--- src/hdl/odas_pkg.sv ---
// Shared types and constants of the obstacle avoidance drive sequencer.
package odas_pkg;

  localparam int unsigned DIST_W     = 13;
  localparam int unsigned HOLD_W     = 16;
  localparam int unsigned CMD_W      = 3;
  localparam int unsigned STEP_W     = 2;
  localparam int unsigned CFG_ADDR_W = 5;
  localparam int unsigned CFG_DATA_W = 32;
  localparam int unsigned REG_IDX_W  = 3;

  localparam logic [CMD_W-1:0] CMD_STOP    = 3'd0;
  localparam logic [CMD_W-1:0] CMD_FORWARD = 3'd1;
  localparam logic [CMD_W-1:0] CMD_REVERSE = 3'd2;
  localparam logic [CMD_W-1:0] CMD_RIGHT   = 3'd3;
  localparam logic [CMD_W-1:0] CMD_LEFT    = 3'd4;

  localparam logic [REG_IDX_W-1:0] REG_STOP_HOLD     = 3'd0;
  localparam logic [REG_IDX_W-1:0] REG_TURN_HOLD     = 3'd1;
  localparam logic [REG_IDX_W-1:0] REG_STUCK_REVERSE = 3'd2;
  localparam logic [REG_IDX_W-1:0] REG_OBST_REVERSE  = 3'd3;
  localparam logic [REG_IDX_W-1:0] REG_NEAR          = 3'd4;
  localparam logic [REG_IDX_W-1:0] REG_CLEAR         = 3'd5;
  localparam logic [REG_IDX_W-1:0] REG_TOLERANCE     = 3'd6;

  localparam logic [STEP_W-1:0] STEP_0 = 2'd0;
  localparam logic [STEP_W-1:0] STEP_1 = 2'd1;
  localparam logic [STEP_W-1:0] STEP_2 = 2'd2;
  localparam logic [STEP_W-1:0] STEP_3 = 2'd3;

  typedef enum logic [1:0] {
    SEQ_FORWARD,
    SEQ_OBSTACLE,
    SEQ_STUCK,
    SEQ_TURN
  } seq_e;

  typedef struct packed {
    seq_e seq;
    logic right;
  } seq_item_t;

  typedef struct packed {
    logic [CMD_W-1:0]  cmd;
    logic [HOLD_W-1:0] hold;
    logic              last;
  } result_t;

  typedef struct packed {
    logic [HOLD_W-1:0] stop_hold;
    logic [HOLD_W-1:0] turn_hold;
    logic [HOLD_W-1:0] stuck_reverse;
    logic [HOLD_W-1:0] obst_reverse;
    logic [DIST_W-1:0] near_thr;
    logic [DIST_W-1:0] clear_thr;
    logic [DIST_W-1:0] tolerance;
  } cfg_t;

endpackage

--- src/hdl/odas_regs.sv ---
// Configuration register file behind the APB-style port.
module odas_regs import odas_pkg::*; (
  input  logic                  clk_i,
  input  logic                  rst_ni,
  input  logic                  psel,
  input  logic                  penable,
  input  logic                  pwrite,
  input  logic [CFG_ADDR_W-1:0] paddr,
  input  logic [CFG_DATA_W-1:0] pwdata,
  output logic [CFG_DATA_W-1:0] prdata,
  output logic                  pready,
  output cfg_t                  cfg_o
);

  cfg_t                 cfg_q;
  logic                 wr_en;
  logic [REG_IDX_W-1:0] idx;

  assign pready = 1'b1;
  assign wr_en  = psel && penable && pwrite;
  assign idx    = paddr[CFG_ADDR_W-1:2];
  assign cfg_o  = cfg_q;

  always_ff @(posedge clk_i or negedge rst_ni) begin
    if (!rst_ni) begin
      cfg_q.stop_hold     <= 16'd200;
      cfg_q.turn_hold     <= 16'd700;
      cfg_q.stuck_reverse <= 16'd1000;
      cfg_q.obst_reverse  <= 16'd500;
      cfg_q.near_thr      <= 13'd320;
      cfg_q.clear_thr     <= 13'd480;
      cfg_q.tolerance     <= 13'd16;
    end else if (wr_en) begin
      case (idx)
        REG_STOP_HOLD:     cfg_q.stop_hold     <= pwdata[HOLD_W-1:0];
        REG_TURN_HOLD:     cfg_q.turn_hold     <= pwdata[HOLD_W-1:0];
        REG_STUCK_REVERSE: cfg_q.stuck_reverse <= pwdata[HOLD_W-1:0];
        REG_OBST_REVERSE:  cfg_q.obst_reverse  <= pwdata[HOLD_W-1:0];
        REG_NEAR:          cfg_q.near_thr      <= pwdata[DIST_W-1:0];
        REG_CLEAR:         cfg_q.clear_thr     <= pwdata[DIST_W-1:0];
        REG_TOLERANCE:     cfg_q.tolerance     <= pwdata[DIST_W-1:0];
        default: ;
      endcase
    end
  end

  always_comb begin
    prdata = '0;
    case (idx)
      REG_STOP_HOLD:     prdata = CFG_DATA_W'(cfg_q.stop_hold);
      REG_TURN_HOLD:     prdata = CFG_DATA_W'(cfg_q.turn_hold);
      REG_STUCK_REVERSE: prdata = CFG_DATA_W'(cfg_q.stuck_reverse);
      REG_OBST_REVERSE:  prdata = CFG_DATA_W'(cfg_q.obst_reverse);
      REG_NEAR:          prdata = CFG_DATA_W'(cfg_q.near_thr);
      REG_CLEAR:         prdata = CFG_DATA_W'(cfg_q.clear_thr);
      REG_TOLERANCE:     prdata = CFG_DATA_W'(cfg_q.tolerance);
      default:           prdata = '0;
    endcase
  end

endmodule

--- src/hdl/odas_fifo.sv ---
// Small register queue used between the front, the back and the result ports.
module odas_fifo #(
  parameter int unsigned WIDTH = 8,
  parameter int unsigned DEPTH = 2
) (
  input  logic             clk_i,
  input  logic             rst_ni,
  input  logic             push_i,
  input  logic [WIDTH-1:0] data_i,
  output logic             full_o,
  input  logic             pop_i,
  output logic [WIDTH-1:0] data_o,
  output logic             empty_o
);

  localparam int unsigned PW = (DEPTH > 1) ? $clog2(DEPTH) : 1;
  localparam int unsigned CW = $clog2(DEPTH + 1);

  logic [WIDTH-1:0] mem_q [DEPTH];
  logic [PW-1:0]    wr_q, rd_q;
  logic [CW-1:0]    cnt_q;
  logic             do_push, do_pop;

  assign full_o  = (cnt_q == CW'(DEPTH));
  assign empty_o = (cnt_q == '0);
  assign do_push = push_i && !full_o;
  assign do_pop  = pop_i && !empty_o;
  assign data_o  = mem_q[rd_q];

  always_ff @(posedge clk_i) begin
    if (do_push) begin
      mem_q[wr_q] <= data_i;
    end
  end

  always_ff @(posedge clk_i or negedge rst_ni) begin
    if (!rst_ni) begin
      wr_q  <= '0;
      rd_q  <= '0;
      cnt_q <= '0;
    end else begin
      if (do_push) begin
        wr_q <= (wr_q == PW'(DEPTH - 1)) ? '0 : wr_q + 1'b1;
      end
      if (do_pop) begin
        rd_q <= (rd_q == PW'(DEPTH - 1)) ? '0 : rd_q + 1'b1;
      end
      if (do_push && !do_pop) begin
        cnt_q <= cnt_q + 1'b1;
      end else if (do_pop && !do_push) begin
        cnt_q <= cnt_q - 1'b1;
      end
    end
  end

endmodule

--- src/hdl/odas_front.sv ---
// Front part: sample ring, driving mode and classification of each sample.
module odas_front import odas_pkg::*; #(
  parameter int unsigned HISTORY_DEPTH = 5
) (
  input  logic              clk_i,
  input  logic              rst_ni,
  input  logic              accept_i,
  input  logic [DIST_W-1:0] distance_i,
  input  cfg_t              cfg_i,
  output logic              cq_push_o,
  output seq_item_t         cq_item_o
);

  localparam int unsigned SW = $clog2(HISTORY_DEPTH);
  localparam int unsigned FW = $clog2(HISTORY_DEPTH + 1);

  logic [DIST_W-1:0] ring_q [HISTORY_DEPTH];
  logic [DIST_W-1:0] ring_n [HISTORY_DEPTH];
  logic [HISTORY_DEPTH-1:0] close;
  logic [SW-1:0] slot_q;
  logic [FW-1:0] fill_q;
  logic          fwd_q, right_q, force_q;
  logic          stuck, filling, near_hit, clear_hit;

  always_comb begin
    for (int i = 0; i < HISTORY_DEPTH; i++) begin
      ring_n[i] = (slot_q == SW'(i)) ? distance_i : ring_q[i];
    end
    for (int i = 0; i < HISTORY_DEPTH; i++) begin
      logic [DIST_W-1:0] a, b, diff;
      a        = ring_n[i];
      b        = ring_n[(i + 1) % HISTORY_DEPTH];
      diff     = (a > b) ? a - b : b - a;
      close[i] = (diff < cfg_i.tolerance);
    end
  end

  assign stuck     = &close;
  assign filling   = (fill_q < FW'(HISTORY_DEPTH));
  assign near_hit  = (distance_i < cfg_i.near_thr);
  assign clear_hit = (distance_i < cfg_i.clear_thr);

  always_comb begin
    cq_push_o       = 1'b0;
    cq_item_o.seq   = SEQ_FORWARD;
    cq_item_o.right = right_q;
    if (accept_i) begin
      if (filling) begin
        cq_push_o = (fill_q == '0);
      end else if (fwd_q) begin
        if (near_hit) begin
          cq_push_o     = 1'b1;
          cq_item_o.seq = SEQ_OBSTACLE;
        end else if (stuck) begin
          cq_push_o     = 1'b1;
          cq_item_o.seq = SEQ_STUCK;
        end
      end else begin
        cq_push_o     = 1'b1;
        cq_item_o.seq = (clear_hit || force_q) ? SEQ_TURN : SEQ_FORWARD;
      end
    end
  end

  always_ff @(posedge clk_i) begin
    if (accept_i) begin
      ring_q[slot_q] <= distance_i;
    end
  end

  always_ff @(posedge clk_i or negedge rst_ni) begin
    if (!rst_ni) begin
      slot_q  <= '0;
      fill_q  <= '0;
      fwd_q   <= 1'b1;
      right_q <= 1'b1;
      force_q <= 1'b0;
    end else if (accept_i) begin
      slot_q <= (slot_q == SW'(HISTORY_DEPTH - 1)) ? '0 : slot_q + 1'b1;
      if (filling) begin
        fill_q <= fill_q + 1'b1;
      end else if (fwd_q) begin
        if (near_hit) begin
          fwd_q <= 1'b0;
        end else if (stuck) begin
          fwd_q   <= 1'b0;
          force_q <= 1'b1;
        end
      end else if (clear_hit || force_q) begin
        force_q <= 1'b0;
      end else begin
        fwd_q   <= 1'b1;
        right_q <= !right_q;
      end
    end
  end

endmodule

--- src/hdl/odas_back.sv ---
// Back part: expands each queued sequence into motor commands, one per cycle unless rq_full.
module odas_back import odas_pkg::*; (
  input  logic      clk_i,
  input  logic      rst_ni,
  input  seq_item_t cq_item_i,
  input  logic      cq_empty_i,
  output logic      cq_pop_o,
  input  cfg_t      cfg_i,
  input  logic      rq_full_i,
  output logic      rq_push_o,
  output result_t   rq_item_o
);

  logic [STEP_W-1:0] step_q;
  logic [CMD_W-1:0]  turn_cmd;
  logic              emit;

  assign turn_cmd  = cq_item_i.right ? CMD_RIGHT : CMD_LEFT;
  assign emit      = !cq_empty_i && !rq_full_i;
  assign rq_push_o = emit;
  assign cq_pop_o  = emit && rq_item_o.last;

  always_comb begin
    rq_item_o.cmd  = CMD_STOP;
    rq_item_o.hold = '0;
    rq_item_o.last = 1'b1;
    case (cq_item_i.seq)
      SEQ_OBSTACLE: begin
        case (step_q)
          STEP_0: begin
            rq_item_o.hold = cfg_i.stop_hold;
            rq_item_o.last = 1'b0;
          end
          STEP_1: begin
            rq_item_o.cmd  = CMD_REVERSE;
            rq_item_o.hold = cfg_i.obst_reverse;
            rq_item_o.last = 1'b0;
          end
          STEP_2: begin
            rq_item_o.cmd  = turn_cmd;
            rq_item_o.hold = cfg_i.turn_hold;
            rq_item_o.last = 1'b0;
          end
          default: ;
        endcase
      end
      SEQ_STUCK: begin
        case (step_q)
          STEP_0: begin
            rq_item_o.hold = cfg_i.stop_hold;
            rq_item_o.last = 1'b0;
          end
          default: begin
            rq_item_o.cmd  = CMD_REVERSE;
            rq_item_o.hold = cfg_i.stuck_reverse;
          end
        endcase
      end
      SEQ_TURN: begin
        case (step_q)
          STEP_0: begin
            rq_item_o.hold = cfg_i.stop_hold;
            rq_item_o.last = 1'b0;
          end
          STEP_1: begin
            rq_item_o.cmd  = turn_cmd;
            rq_item_o.hold = cfg_i.turn_hold;
            rq_item_o.last = 1'b0;
          end
          default: ;
        endcase
      end
      default: begin
        rq_item_o.cmd = CMD_FORWARD;
      end
    endcase
  end

  always_ff @(posedge clk_i or negedge rst_ni) begin
    if (!rst_ni) begin
      step_q <= STEP_0;
    end else if (emit) begin
      step_q <= rq_item_o.last ? STEP_0 : step_q + 1'b1;
    end
  end

`ifndef SYNTHESIS
  a_step_needs_item: assert property (@(posedge clk_i) disable iff (!rst_ni)
    step_q != STEP_0 |-> !cq_empty_i)
    else $error("sequence step advanced with no queued item");

  a_step_holds: assert property (@(posedge clk_i) disable iff (!rst_ni)
    !emit |=> $stable(step_q))
    else $error("sequence step moved without an emitted command");

  a_step_advance: assert property (@(posedge clk_i) disable iff (!rst_ni)
    emit && !rq_item_o.last |=> step_q == $past(step_q) + 1'b1)
    else $error("sequence step did not advance after a command");

  a_forward_single: assert property (@(posedge clk_i) disable iff (!rst_ni)
    !cq_empty_i && cq_item_i.seq == SEQ_FORWARD |-> step_q == STEP_0)
    else $error("forward sequence past its only step");

  a_stuck_short: assert property (@(posedge clk_i) disable iff (!rst_ni)
    !cq_empty_i && cq_item_i.seq == SEQ_STUCK |-> step_q == STEP_0 || step_q == STEP_1)
    else $error("stuck sequence past its second step");
`endif

endmodule

--- src/hdl/obstacle_avoid_drive_sequencer.sv ---
// Top level of the obstacle avoidance drive sequencer.
//
//   channel   handshake               payload
//   sample    push / full             distance_i
//   command   empty / pop             motor_cmd_o, hold_ms_o, last_o
//   config    psel/penable/pready     paddr, pwdata, pwrite, prdata
//
// A sample is classified in the cycle it is taken; samples arrive back to back while the
// two-entry sequence queue has room. The back issues one command per cycle while the result
// queue has room, and each queued sequence causes one to four commands.
// Reset is asynchronous: registers return to defaults, ring empty, queues empty.
// full rises with the sequence queue; a two-entry result queue lets pop stall freely.
module obstacle_avoid_drive_sequencer import odas_pkg::*; #(
  parameter int unsigned HISTORY_DEPTH = 5
) (
  input  logic                  clk_i,
  input  logic                  rst_ni,
  input  logic                  push,
  output logic                  full,
  input  logic [DIST_W-1:0]     distance_i,
  output logic                  empty,
  input  logic                  pop,
  output logic [CMD_W-1:0]      motor_cmd_o,
  output logic [HOLD_W-1:0]     hold_ms_o,
  output logic                  last_o,
  input  logic                  psel,
  input  logic                  penable,
  input  logic                  pwrite,
  input  logic [CFG_ADDR_W-1:0] paddr,
  input  logic [CFG_DATA_W-1:0] pwdata,
  output logic [CFG_DATA_W-1:0] prdata,
  output logic                  pready
);

  cfg_t      cfg;
  seq_item_t cq_in, cq_out;
  result_t   rq_in, rq_out;
  logic      accept, cq_push, cq_pop, cq_empty;
  logic      rq_push, rq_full;

  assign accept = push && !full;

  odas_regs u_regs (
    .clk_i   (clk_i),
    .rst_ni  (rst_ni),
    .psel    (psel),
    .penable (penable),
    .pwrite  (pwrite),
    .paddr   (paddr),
    .pwdata  (pwdata),
    .prdata  (prdata),
    .pready  (pready),
    .cfg_o   (cfg)
  );

  odas_front #(
    .HISTORY_DEPTH (HISTORY_DEPTH)
  ) u_front (
    .clk_i      (clk_i),
    .rst_ni     (rst_ni),
    .accept_i   (accept),
    .distance_i (distance_i),
    .cfg_i      (cfg),
    .cq_push_o  (cq_push),
    .cq_item_o  (cq_in)
  );

  odas_fifo #(
    .WIDTH ($bits(seq_item_t)),
    .DEPTH (2)
  ) u_seq_q (
    .clk_i   (clk_i),
    .rst_ni  (rst_ni),
    .push_i  (cq_push),
    .data_i  (cq_in),
    .full_o  (full),
    .pop_i   (cq_pop),
    .data_o  (cq_out),
    .empty_o (cq_empty)
  );

  odas_back u_back (
    .clk_i      (clk_i),
    .rst_ni     (rst_ni),
    .cq_item_i  (cq_out),
    .cq_empty_i (cq_empty),
    .cq_pop_o   (cq_pop),
    .cfg_i      (cfg),
    .rq_full_i  (rq_full),
    .rq_push_o  (rq_push),
    .rq_item_o  (rq_in)
  );

  odas_fifo #(
    .WIDTH ($bits(result_t)),
    .DEPTH (2)
  ) u_res_q (
    .clk_i   (clk_i),
    .rst_ni  (rst_ni),
    .push_i  (rq_push),
    .data_i  (rq_in),
    .full_o  (rq_full),
    .pop_i   (pop),
    .data_o  (rq_out),
    .empty_o (empty)
  );

  assign motor_cmd_o = rq_out.cmd;
  assign hold_ms_o   = rq_out.hold;
  assign last_o      = rq_out.last;

endmodule
--- config.mk ---
export PLATFORM = sky130hd
export DESIGN_NAME = obstacle_avoid_drive_sequencer
export DESIGN_NICKNAME = d
export VERILOG_FILES = /design/src/hdl/odas_pkg.sv /design/src/hdl/odas_regs.sv /design/src/hdl/odas_fifo.sv /design/src/hdl/odas_front.sv /design/src/hdl/odas_back.sv /design/src/hdl/obstacle_avoid_drive_sequencer.sv
export SDC_FILE = /design/constraint.sdc
export NUM_CORES = 1
export LEC_CHECK = 0
export BUFFER_PORTS_ARGS = -buffer_cell sky130_fd_sc_hd__buf_2
export CAP_MARGIN = 20
export CORE_MARGIN = 2
export CORE_UTILIZATION = 55
export CTS_CLUSTER_DIAMETER = 200
export DETAILED_ROUTE_END_ITERATION = 7
export PLACE_DENSITY = 0.81
export SYNTH_ARGS = -nofsm -noshare
export SYNTH_HDL_FRONTEND = slang
export SYNTH_SLANG_ARGS = --single-unit
--- constraint.sdc ---
create_clock -name clk_i -period 13.3 [get_ports clk_i]
set_input_delay 1.33 -clock clk_i [delete_from_list [all_inputs] [get_ports clk_i]]
set_output_delay 1.33 -clock clk_i [all_outputs]
set_load 0.005 [all_outputs]
### Yosys cells after proc, flatten, opt, wreduce, memory -nomap -nowiden

Memories as Yosys holds them, arrays and structs flattened.
Cells that the tools add are included.
W data, S select, Z words.

| word-level totals | value |
|---|---|
| memories | 3 |
| bits of input ports | 57 |
| register bits | 122 |
| word-level logic and storage cells | 178 |
| memory bits (writable) | 111 |

| operators by class | value |
|---|---|
| equal/unequal tests | 19 |
| bitwise gates (word level) | 3 |
| reduce and logical (&&, ||, !) cells | 44 |
| add/subtract/negate cells | 21 |
| magnitude comparators | 13 |
| muxes and demuxes | 56 |

Memory list:

| memory | words | width | read ports | clocked after Yosys merged registers in | write ports | RTL line | RTL |
|---|---|---|---|---|---|---|---|
| u_front.ring_q | 5 | 13 | 5 | 0 | 1 | odas_front.sv:17 | `logic [DIST_W-1:0] ring_q [HISTORY_DEPTH];` |
| u_res_q.mem_q | 2 | 20 | 1 | 0 | 1 | odas_fifo.sv:19 | `logic [WIDTH-1:0] mem_q [DEPTH];` |
| u_seq_q.mem_q | 2 | 3 | 1 | 0 | 1 | odas_fifo.sv:19 |  |

Operator list:

| cell | number |
|---|---|
| $mux W13 | 10 |
| $sub A13 B13 Y13 | 10 |
| $pmux W16 S7 | 1 |
| $pmux W17 S3 | 2 |
| $lt A13 B13 Y1 | 7 |
| $gt A13 B13 Y1 | 5 |
| $pmux W17 S2 | 1 |
| $mux W1 | 24 |
| $mux W2 | 12 |
| $reduce_and A2 Y1 | 9 |
| $mux W16 | 1 |
| $logic_and A1 B1 Y1 | 13 |
| $eq A3 B2 Y1 const B | 4 |
| $eq A3 B3 Y1 const B | 4 |
| $eq A2 B2 Y1 const B | 5 |
| $reduce_and A5 Y1 | 2 |
| $logic_not A1 Y1 | 9 |
| $logic_not A3 Y1 | 3 |
| $mux W3 | 3 |
| $pmux W3 S3 | 1 |
| $add A2 B1 Y2 const B | 3 |
| $add A3 B1 Y3 const B | 2 |
| $eq A3 B1 Y1 const B | 2 |
| $logic_not A2 Y1 | 3 |
| 10 further kinds | 20 |

### Logic depth before layout (Yosys ltp)

Gate-level depths: netlist (run 1).

| logic depth | value |
|---|---|
| depth in word-level cells | 16 |
| gate-level depth with buffers | 34 |
| mapped depth without buffers | 31 |

### By module

A second synthesis (run 1) with hierarchy kept.

| second synthesis, totals | value |
|---|---|
| cell total of the unflattened synthesis | 2001 |
| area, all modules | 19802.7 um^2 |

Modules (own cells, without submodules):

| module | instances | area an instance (um^2) | cells an instance | sequential area each (um^2) |
|---|---|---|---|---|
| odas_front | 1 | 11667.4 | 1378 | 2179.6 |
| odas_regs | 1 | 5008.6 | 366 | 2612.5 |
| odas_fifo (u_res_q) | 1 | 1637.8 | 81 | 1301.2 |
| odas_back | 1 | 1064.8 | 147 | 50.0 |
| odas_fifo (u_seq_q) | 1 | 410.4 | 28 | 280.3 |
| obstacle_avoid_drive_sequencer | 1 | 13.8 | 1 | 0.0 |

### Worst setup path after synthesis (run 1)

No wires, ideal clock.

| timing | value |
|---|---|
| path kind | reg-to-reg |
| from | reg u_front.slot_q[2] |
| to | reg u_seq_q.cnt_q[1] |
| slack | 6.935 ns |
| library setup time | 0.125 ns |
| buffers on the path | 6 |
| clock period less this slack | 6.365 ns |
| arrival | 6.240 ns |
| stages on the path, launching flop included | 35 |
| cells stage by stage | dfrtp_1 > buf_2 > buf_2 > inv_2 > ha_1 > buf_2 > buf_2 > buf_1 > mux2i_1 > inv_1 > ha_1 > inv_1 > o2111ai_1 > a31oi_1 > o21ai_0 > a21oi_1 > nand3_1 > a221oi_2 > buf_4 > mux2i_1 > xor2_1 > ha_1 > a22oi_1 > nand4_1 > nor3_1 > o2111ai_1 > nor3_1 > o31ai_1 > nor3_1 > nor3_1 > o21ai_0 > ha_1 > xor2_1 > nor2_1 > xor2_1 |

| on the way | value |
|---|---|
| longest elaborated chain between the ends | 15 |
| elaborated cells on any way between the ends | 47 |
| those cells by class | add/sub: 10; order compare: 10; eq/ne: 4; mux: 16; reduce/logical: 7 |

RTL lines:

| item | RTL line | RTL |
|---|---|---|
| start, declared | odas_front.sv:20 | `logic [SW-1:0] slot_q;` |
| start signal, assigned | odas_front.sv:79 | `slot_q <= (slot_q == SW'(HISTORY_DEPTH - 1)) ? '0 : slot_q + 1'b1;` |
| $eq A3 B1 Y1 (tied with other cells) | odas_front.sv:27 | `ring_n[i] = (slot_q == SW'(i)) ? distance_i : ring_q[i];` |
| $mux W13 | odas_front.sv:27 |  |
| $sub A13 B13 Y13 / $gt A13 B13 Y1 (equally long branches) | odas_front.sv:33 | `diff = (a > b) ? a - b : b - a;` |
| $mux W13 | odas_front.sv:33 |  |
| $lt A13 B13 Y1 | odas_front.sv:34 | `close[i] = (diff < cfg_i.tolerance);` |
| $reduce_and A5 Y1 * | odas_front.sv:38 | `assign stuck = &close;` |
| $mux W1 * | odas_front.sv:54 | `end else if (stuck) begin` |
| $mux W1 * | odas_front.sv:51 | `if (near_hit) begin` |
| $mux W1 * | odas_front.sv:50 | `end else if (fwd_q) begin` |
| $mux W1 * | odas_front.sv:48 | `if (filling) begin` |
| $mux W1 * | odas_front.sv:47 | `if (accept_i) begin` |
| $logic_and A1 B1 Y1 * | odas_fifo.sv:26 | `assign do_push = push_i && !full_o;` |
| net u_seq_q.do_push | odas_fifo.sv:22 | `logic do_push, do_pop;` |
| $logic_not A1 Y1 | odas_fifo.sv:50 | `end else if (do_pop && !do_push) begin` |
| $logic_and A1 B1 Y1 | odas_fifo.sv:50 |  |
| $reduce_bool A2 Y1 (no source line) | n/a |  |
| end signal, assigned | odas_fifo.sv:49 | `cnt_q <= cnt_q + 1'b1;` |
| end signal, assigned | odas_fifo.sv:51 | `cnt_q <= cnt_q - 1'b1;` |
| end, declared | odas_fifo.sv:21 | `logic [CW-1:0] cnt_q;` |

The timed path passes the listed nets; every way through them passes the cells marked *.
A chain may end at the register's enable or synchronous reset.

### Final worst setup path (run 1)

Same ends and word-level chain as after synthesis.

==> results of run 1 <==
## layout make-up
| class | instances | area [um2] |
|---|---|---|
| Clock buffer | 40 | 754 |
| Fill cell | 2741 | 13200 |
| Tap cell | 448 | 561 |
| Multi-Input combinational cell | 1540 | 11600 |
| Clock inverter | 10 | 76.3 |
| Timing Repair Buffer | 102 | 594 |
| Antenna cell | 1 | 2.50 |
| Sequential cell | 233 | 6420 |
| Inverter | 129 | 484 |
## power groups by stage
stage / sequential [mW] / clock [mW] / combinational (mW)
after detailed placement: 1.16 / 0 / 3.65
after CTS: 1.15 / 0.718 / 3.69
after global routing: 1.17 / 0.746 / 4.13
after floorplan: 1.10 / 0 / 2.73
after global placement: 1.14 / 0 / 3.56
final: 1.15 / 0.712 / 3.77
## Yosys cell counts, types with 44 or more instances
library cell,count,area (um2)
a21o_1,44,330
nand2_1,199,747
a21oi_1,89,445
xnor2_1,49,429
nor2_1,114,428
edfxtp_1,111,3330
xor2_1,51,447
clkbuf_1,60,225
ha_1,171,2140
o21ai_0,105,526
inv_1,127,477
mux2_2,121,1360
dfrtp_1,92,2300
mux2i_1,90,901
## per-layer routing
layer | up-vias | track usage [%]
met5 | - | 0
met4 | 2 | 9.39
met3 | 122 | 4.54
met2 | 788 | 50.0
met1 | 7860 | 44.1
li1 | 7399 | -
## worst max-delay path: stages (launching register included)
cell and delay, ns:
dfrtp_1 0.71, buf_4 0.53, nand2_1 0.71, mux2i_1 0.50, ha_1 0.26, inv_1 0.08
maj3_1 0.34, a211o_1 0.33, maj3_1 0.42, a22oi_1 0.36, o211ai_1 0.21, nand4_1 0.11
nand3_1 0.62, mux2i_1 0.42, xnor2_1 0.15, ha_1 0.26, a22oi_1 0.16, nand4_1 0.17
nor3_1 0.31, o2111ai_1 0.15, nor3_1 0.21, o31ai_1 0.14, nor3_1 0.42, nor3_1 0.19
o21ai_0 0.46, ha_1 0.35, nor2_1 0.16, xor2_1 0.18
## state kept, by name (all words and copies together) (netlist names)
register	count
u_front.ring_q	65
u_regs.cfg_o	103
u_back.step_q	2
u_res_q.mem_q	40
u_front.slot_q	3
u_front.force_q	1
u_res_q.cnt_q	2
u_seq_q.mem_q	6
u_front.right_q	1
u_seq_q.wr_q	1
u_seq_q.rd_q	1
u_front.fwd_q	1
u_res_q.rd_q	1
u_res_q.wr_q	1
u_front.fill_q	3
u_seq_q.cnt_q	2
## cell families (layout without fill, tap and decap cells)
logic type | Yosys count | count (layout)
simple gates | 522 | 522
compound gates | 497 | 497
buf+inv | 236 | 281
flops | 233 | 233
mux | 222 | 222
fa+ha+maj | 182 | 182
xor+xnor | 100 | 100
other cells | 2 | 18
## worst paths after layout
path | start | endpoint | slack (ns) | depth (start not counted)
max | u_front.slot_q[2]$_DFFE_PN0P_ | u_seq_q.cnt_q[1]$_DFFE_PN0P_ | 4.30 | 27
min | u_seq_q.wr_q$_DFFE_PN0P_ | u_seq_q.wr_q$_DFFE_PN0P_ | 0.50 | 1
max reg2reg | u_front.slot_q[2]$_DFFE_PN0P_ | u_seq_q.cnt_q[1]$_DFFE_PN0P_ | 4.30 | 27
min reg2reg | u_seq_q.wr_q$_DFFE_PN0P_ | u_seq_q.wr_q$_DFFE_PN0P_ | 0.50 | 1
max in group asynchronous | rst_ni | u_regs.cfg_o[24]$_DFFE_PN0P_ | 11.18 | 2
min in group asynchronous | rst_ni | u_regs.cfg_o[54]$_DFFE_PN0P_ | 0.83 | 1
## per-stage QoR
| stage | total power, mW | util, % | std cells | hold WS (ns) | worst slack (ns) |
|---|---|---|---|---|---|
| final | 5.64 | 60.9 | 2503 | 0.498 | 4.30 |
| after global routing | 6.05 | 60.9 | 2503 | 0.532 | 3.87 |
| after CTS | 5.55 | 60.8 | 2501 | 0.497 | 4.52 |
| after detailed placement | 4.81 | 58.3 | 2451 | 0.486 | 4.53 |
| after global placement | 4.71 | 58.3 | 2450 | 0.473 | 4.78 |
| after floorplan | 3.83 | - | 2009 | 0.455 | 6.93 |
==> reports/results.md, run 1 <==
| Quantity | This run |
|:---|:---|
| Site row count | 67 |
| Share of synthesized area spent on multiplexers | 13.2% |
| Power Internal | 2.93 mW |
| Largest net degree at the start of global routing | 63 |
| Met1 Routed Length | 24.5 mm |
| Instance area at placement | 19,700 um2 |
| Area fraction in compound gates after synthesis | 17.9% |
| Met2 WL post-DR | 25.5 mm |
| Cells resized by post-CTS repair | 0 |
| Mean number of vias per cell | 6.46 |
| Switching share of total power | 47.9% |
| Clock tree from TritonCTS | yes |
| Total Nets Final | 2,261 |
| Clock root buffer master | clkbuf_16 |
| RePlAce Congestion | 0.969 |
| Crit path required time | 13.79 ns |
| Post-Route Skew | 0.0193 ns |
| Dpl hpwl | 42.1 mm |
| Minimum period implied by the final worst setup slack | 9.00 ns |
| Max Root-Sink Buffers | 3 |
| Largest family of logic cells by synthesized area | compound AO/OA/AOI/OAI gates |
| Number of register bits inferred by synthesis | 233 |
| Distinct cell type count of the synthesized netlist | 91 |
| GRT Resource Usage Total | 31.3% |
| Adder and majority cell fraction of the synthesized area | 11.9% |
| Combined area of all synthesized cells | 18,900 um2 |
| Wirelength, routed | 56.4 mm |
| Post-synthesis sequential area ratio | 33.9% |
| Unrepaired setup endpoints after global routing | false |
| Final instance area | 20,500 um2 |
| Number of antenna violations at the first check in global routing | 2 |
| Final routed DRC violation total | 0 |
| Leading cell type in the layout, fill and taps excluded | nand2_1 |
| Total count of hold-check failures in the final report | 0 |
| Fraction of final layout cells with drive strength greater than 1 | 16.5% |
| First-pass GRT wire length | 88.5 mm |
| Pins Over Slew Limit | 0 |
| Die boundary height | 190 um |
| Share of synthesized registers carrying an async set or reset | 52.4% |
| Remaining global-route overflow | 0 |
| Nature of the critical path endpoint | register |
| Average footprint of a synthesized cell | 9.50 um2 |
| Post-route clock period utilization | 67.7% |
| Xor/xnor cell area share of the yosys netlist | 4.62% |
| Sum of negative setup slack | 0 ns |
| Vias in the first global route | 15,711 |
| Least-Margin Pin Slew | 1.04 ns |
| Worst Hold Class | register to register |
| CTS Hold Bufs | 0 |
| Average wire per standard cell | 22.5 um |
| VDD IR-drop max | 240 uV |
| Warnings from Yosys | 0 |
| Max Clk Rate | 111 MHz |
| Initial core utilization | 56.2% |
| Worst-path maximum fanout | 41 |
| Number of synthesized flops with an enable pin | 111 |
| First-pass iteration count of the detailed router | 6 |
| Area enclosed by the die boundary | 35,900 um2 |
| Antenna-violating nets left | 0 |
| Max cap viols | 0 |
| Leak Pwr | 9.03 nW |
| Kind of critical path | register to register |
| Comb power frac | 67.0% |
| Net Switching | 2.70 mW |
| Run status | finished clean |
| Final count of negative-setup-slack endpoints | 0 |
| Post-synthesis cell count | 1,994 |
| Number of input and output port buffers inserted | 76 |
| Pwr/cell area | 275 nW/um2 |
| Total via count after detailed routing | 16,171 |
| Met3 routed wirelength | 4.71 mm |
| I/O pin count | 112 |
| Width of the die | 190 um |
| Relative max-transition margin | 30.7% |
| Most used DFF post-synth | edfxtp_1 |
| Area added between synthesis and finish | 8.34% |
| Number of sinks on the clock net | 233 |
| Topmost layer with routed signal wires | met5 |
| Critical Path Source Type | register |
| Part of the total power dissipated in the clock network | 12.6% |
| Crit path arrival time | 9.50 ns |
| Total CTS buffers | 27 |
| Relative contribution of sequential cells to total power | 20.4% |
| Level count of the clock H-tree | 1 |
| Commonest cells after routing, fill and taps aside | nand2_1, ha_1, inv_1 |
| First DRT Iteration DRCs | 1,583 |
| Simple-gate area share of the yosys netlist | 13.1% |
| Number of buffers inserted by post-CTS setup repair | 0 |
| Insertion delay of the later-clocked pin in the worst-skew pair | 0.57 ns |
| Clock transition at the register clock pins on the worst setup and hold paths after CTS | 0.06 ns |
| Floorplan Core Area | 33,700 um2 |
(Power assumes the default switching activity.)
==> run 2, diff against run 1 <==
==> constraint.sdc (replaced) <==
create_clock -name clk_i -period 8.7 [get_ports clk_i]
set_input_delay 0.87 -clock clk_i [delete_from_list [all_inputs] [get_ports clk_i]]
set_output_delay 0.87 -clock clk_i [all_outputs]
set_load 0.005 [all_outputs]
==> run 2 against run 1 <==
  * Clock skew decreased by 0.0052 ns
  * Via count about the same
  * Critical path type unchanged
  * Register-to-register slack got worse by 3.6 ns
  * Clock-buffer cell count decreased by 6
  * Clock power increased by 76%
  * Sequential share of layout area decreased by 0.43 points
  * Global-route usage increased by 0.44 points
  * Largest power group unchanged
  * Fmax increased by 13%
  * Combinational power increased by 56%
  * Cell count increased by 0.60%
  * Hold slack got worse by 0.17 ns
  * Worst setup slack got worse by 3.6 ns
==> reports/results.md, run 2 (synthesized netlist as in run 1, its figures left out) <==
| Quantity | This run | Change |
|:---|:---|:---|
| First-pass GRT wire length | 89.0 mm | was 88.5 mm |
| Relative max-transition margin | 26.2% | was 30.7% |
| Max cap viols | 0 | unchanged |
| Number of input and output port buffers inserted | 76 | unchanged |
| Area enclosed by the die boundary | 35,900 um2 | unchanged |
| Number of antenna violations at the first check in global routing | 1 | was 2 |
| First-pass iteration count of the detailed router | 6 | unchanged |
| Cells resized by post-CTS repair | 0 | unchanged |
| Critical Path Source Type | register | unchanged |
| Die boundary height | 190 um | unchanged |
| Post-Route Skew | 0.0141 ns | was 0.0193 ns |
| Top Family by Delay on Critical Path | compound AO/OA/AOI/OAI gates | was simple AND/OR/NAND/NOR gates |
| Clock transition at the register clock pins on the worst setup and hold paths after CTS | 0.06 ns | about the same |
| Leading cell type in the layout, fill and taps excluded | nand2_1 | unchanged |
| Average wire per standard cell | 23.1 um | was 22.5 um |
| Startpoint of the most critical setup path | u_front.slot_q[1]$_DFFE_PN0P_ | was u_front.slot_q[2]$_DFFE_PN0P_ |
| Worst Hold Class | primary input to async pin | was register to register |
| Crit path required time | 9.12 ns | was 13.79 ns |
| Nature of the critical path endpoint | register | unchanged |
| Area taken by flip-flops and latches | 6420 um2 | unchanged |
| Floorplan Core Area | 33,700 um2 | unchanged |
| VDD IR-drop max | 380 uV | was 240 uV |
| Clock root buffer master | clkbuf_16 | unchanged |
| Max Clk Rate | 125 MHz | was 111 MHz |
| Crit Reg-Reg Startpoint | u_front.slot_q[1]$_DFFE_PN0P_ | was u_front.slot_q[2]$_DFFE_PN0P_ |
| Dpl hpwl | 42.8 mm | was 42.1 mm |
| Total CTS buffers | 26 | was 27 |
| Count of buffer and inverter cells on the critical path | 4 | was 2 |
| Final routed DRC violation total | 0 | unchanged |
| Vias in the first global route | 15,778 | was 15,711 |
| Total Nets Final | 2,278 | was 2,261 |
| Pwr/cell area | 427 nW/um2 | was 275 nW/um2 |
| Pins Over Slew Limit | 0 | unchanged |
| Most Frequent Cell on Critical Path | nor3_1 | unchanged |
| Max Root-Sink Buffers | 3 | unchanged |
| First DRT Iteration DRCs | 1,747 | was 1,583 |
| Antenna-violating nets left | 0 | unchanged |
| Remaining global-route overflow | 0 | unchanged |
| Wirelength, routed | 58.1 mm | was 56.4 mm |
| Total via count after detailed routing | 16,159 | was 16,171 |
| Commonest cells after routing, fill and taps aside | nand2_1, ha_1, inv_1 | unchanged |
| Site row count | 67 | unchanged |
| Antenna diode instance count | 0 | was 1 |
| Run status | finished clean | unchanged |
| Minimum hold slack | 0.328 ns | was 0.498 ns |
| Insertion delay of the later-clocked pin in the worst-skew pair | 0.56 ns | was 0.57 ns |
| Kind of critical path | register to register | unchanged |
| Unrepaired setup endpoints after global routing | false | unchanged |
| Fraction of final layout cells with drive strength greater than 1 | 17.7% | was 16.5% |
| Mean number of vias per cell | 6.42 | was 6.46 |
| Filler Cells Inserted | 2,761 | was 2,741 |
| Crit path arrival time | 8.39 ns | was 9.50 ns |
| Sum of negative setup slack | 0 ns | unchanged |
| Area occupied by multi-input gates | 11,600 um2 | unchanged |
| Largest net degree at the start of global routing | 76 | was 63 |
| Level count of the clock H-tree | 1 | unchanged |
| Initial core utilization | 56.2% | unchanged |
| Leak Pwr | 9.20 nW | was 9.03 nW |
| Total count of hold-check failures in the final report | 0 | unchanged |
| Area added between synthesis and finish | 9.84% | was 8.34% |
| Least-Margin Pin Slew | 1.10 ns | was 1.04 ns |
| Width of the die | 190 um | unchanged |
| RePlAce Congestion | 0.993 | was 0.969 |
| Critical path's slowest cell | ha_1 | was dfrtp_1 |
| Post-route clock period utilization | 91.6% | was 67.7% |
| I/O pin count | 112 | unchanged |
| CTS Hold Bufs | 0 | unchanged |
| Minimum period implied by the final worst setup slack | 7.97 ns | was 9.00 ns |
| Final count of negative-setup-slack endpoints | 0 | unchanged |
| Number of sinks on the clock net | 233 | unchanged |
| Flip-flop count of the largest register after layout | 103 | unchanged |
| Clock tree from TritonCTS | yes | unchanged |
| Maximum cell stage delay along the critical path | 0.62 ns | was 0.71 ns |
| Number of buffers inserted by post-CTS setup repair | 0 | unchanged |
| Worst-path maximum fanout | 12 | was 41 |
| GRT Resource Usage Total | 31.7% | was 31.3% |
-- run 2: cell types whose count changed in the layout (fill, tap and decap cells not counted), sizes merged --
| cell | delta |
|---|---|
| buf | +18 |
| inv | -2 |
| diode | -1 |
| bufinv | +4 |
| clkinvlp | +1 |
| clkinv | +1 |
| clkbuf | -6 |
-- run 2: path summary, 6_finish.rpt --
path                                                 end  slack, ns  depth (start not counted)
min reg2reg                  u_front.force_q$_DFFE_PN0P_       0.50                          1
max in group asynchronous   u_regs.cfg_o[69]$_DFFE_PN0P_       6.94                          2
max reg2reg                u_seq_q.mem_q[1][2]$_DFFE_PP_       0.73                         26
max                        u_seq_q.mem_q[1][2]$_DFFE_PP_       0.73                         26
min in group clk_i           u_front.force_q$_DFFE_PN0P_       0.50                          1
min                         u_regs.cfg_o[54]$_DFFE_PN0P_       0.33                          1
-- run 2: report_power, final --
| group | internal (mW) | switching, mW |
|---|---|---|
| combinational | 2.40 | 3.48 |
| sequential | 1.55 | 0.212 |
| clock | 0.758 | 0.491 |
| total | 4.71 | 4.18 |
-- run 2: final cells by class --
cell class / instances / area share [%]
repair buffers: 120 / 3.52
multi-input cells: 1540 / 55.9
clock inverters: 14 / 0.938
flip-flops and latches: 233 / 30.9
clock buffers: 34 / 3.77
inverters: 129 / 2.33
well taps: 448 / 2.69
-- run 2: per-layer routing --
layer  GRT usage, %  share of wire (%)  vias up
li1               -                  -     7440
met1           43.5                 42     7764
met2           51.0                 45      832
met3           6.46                9.6      121
met4           9.06                2.7        2
met5              0              0.019        -
-- run 2: metrics by stage --
step,util (%),cells,setup WS [ns],cell area [um2],total power [mW]
2_1_floorplan,-,2009,2.33,19000,5.85
3_3_place_gp,58.7,2469,1.12,19800,7.30
3_5_place_dp,58.7,2469,1.05,19800,7.43
4_1_cts,61.7,2517,0.967,20800,8.75
5_1_grt,61.7,2518,0.414,20800,9.52
6_report,61.7,2518,0.731,20800,8.89
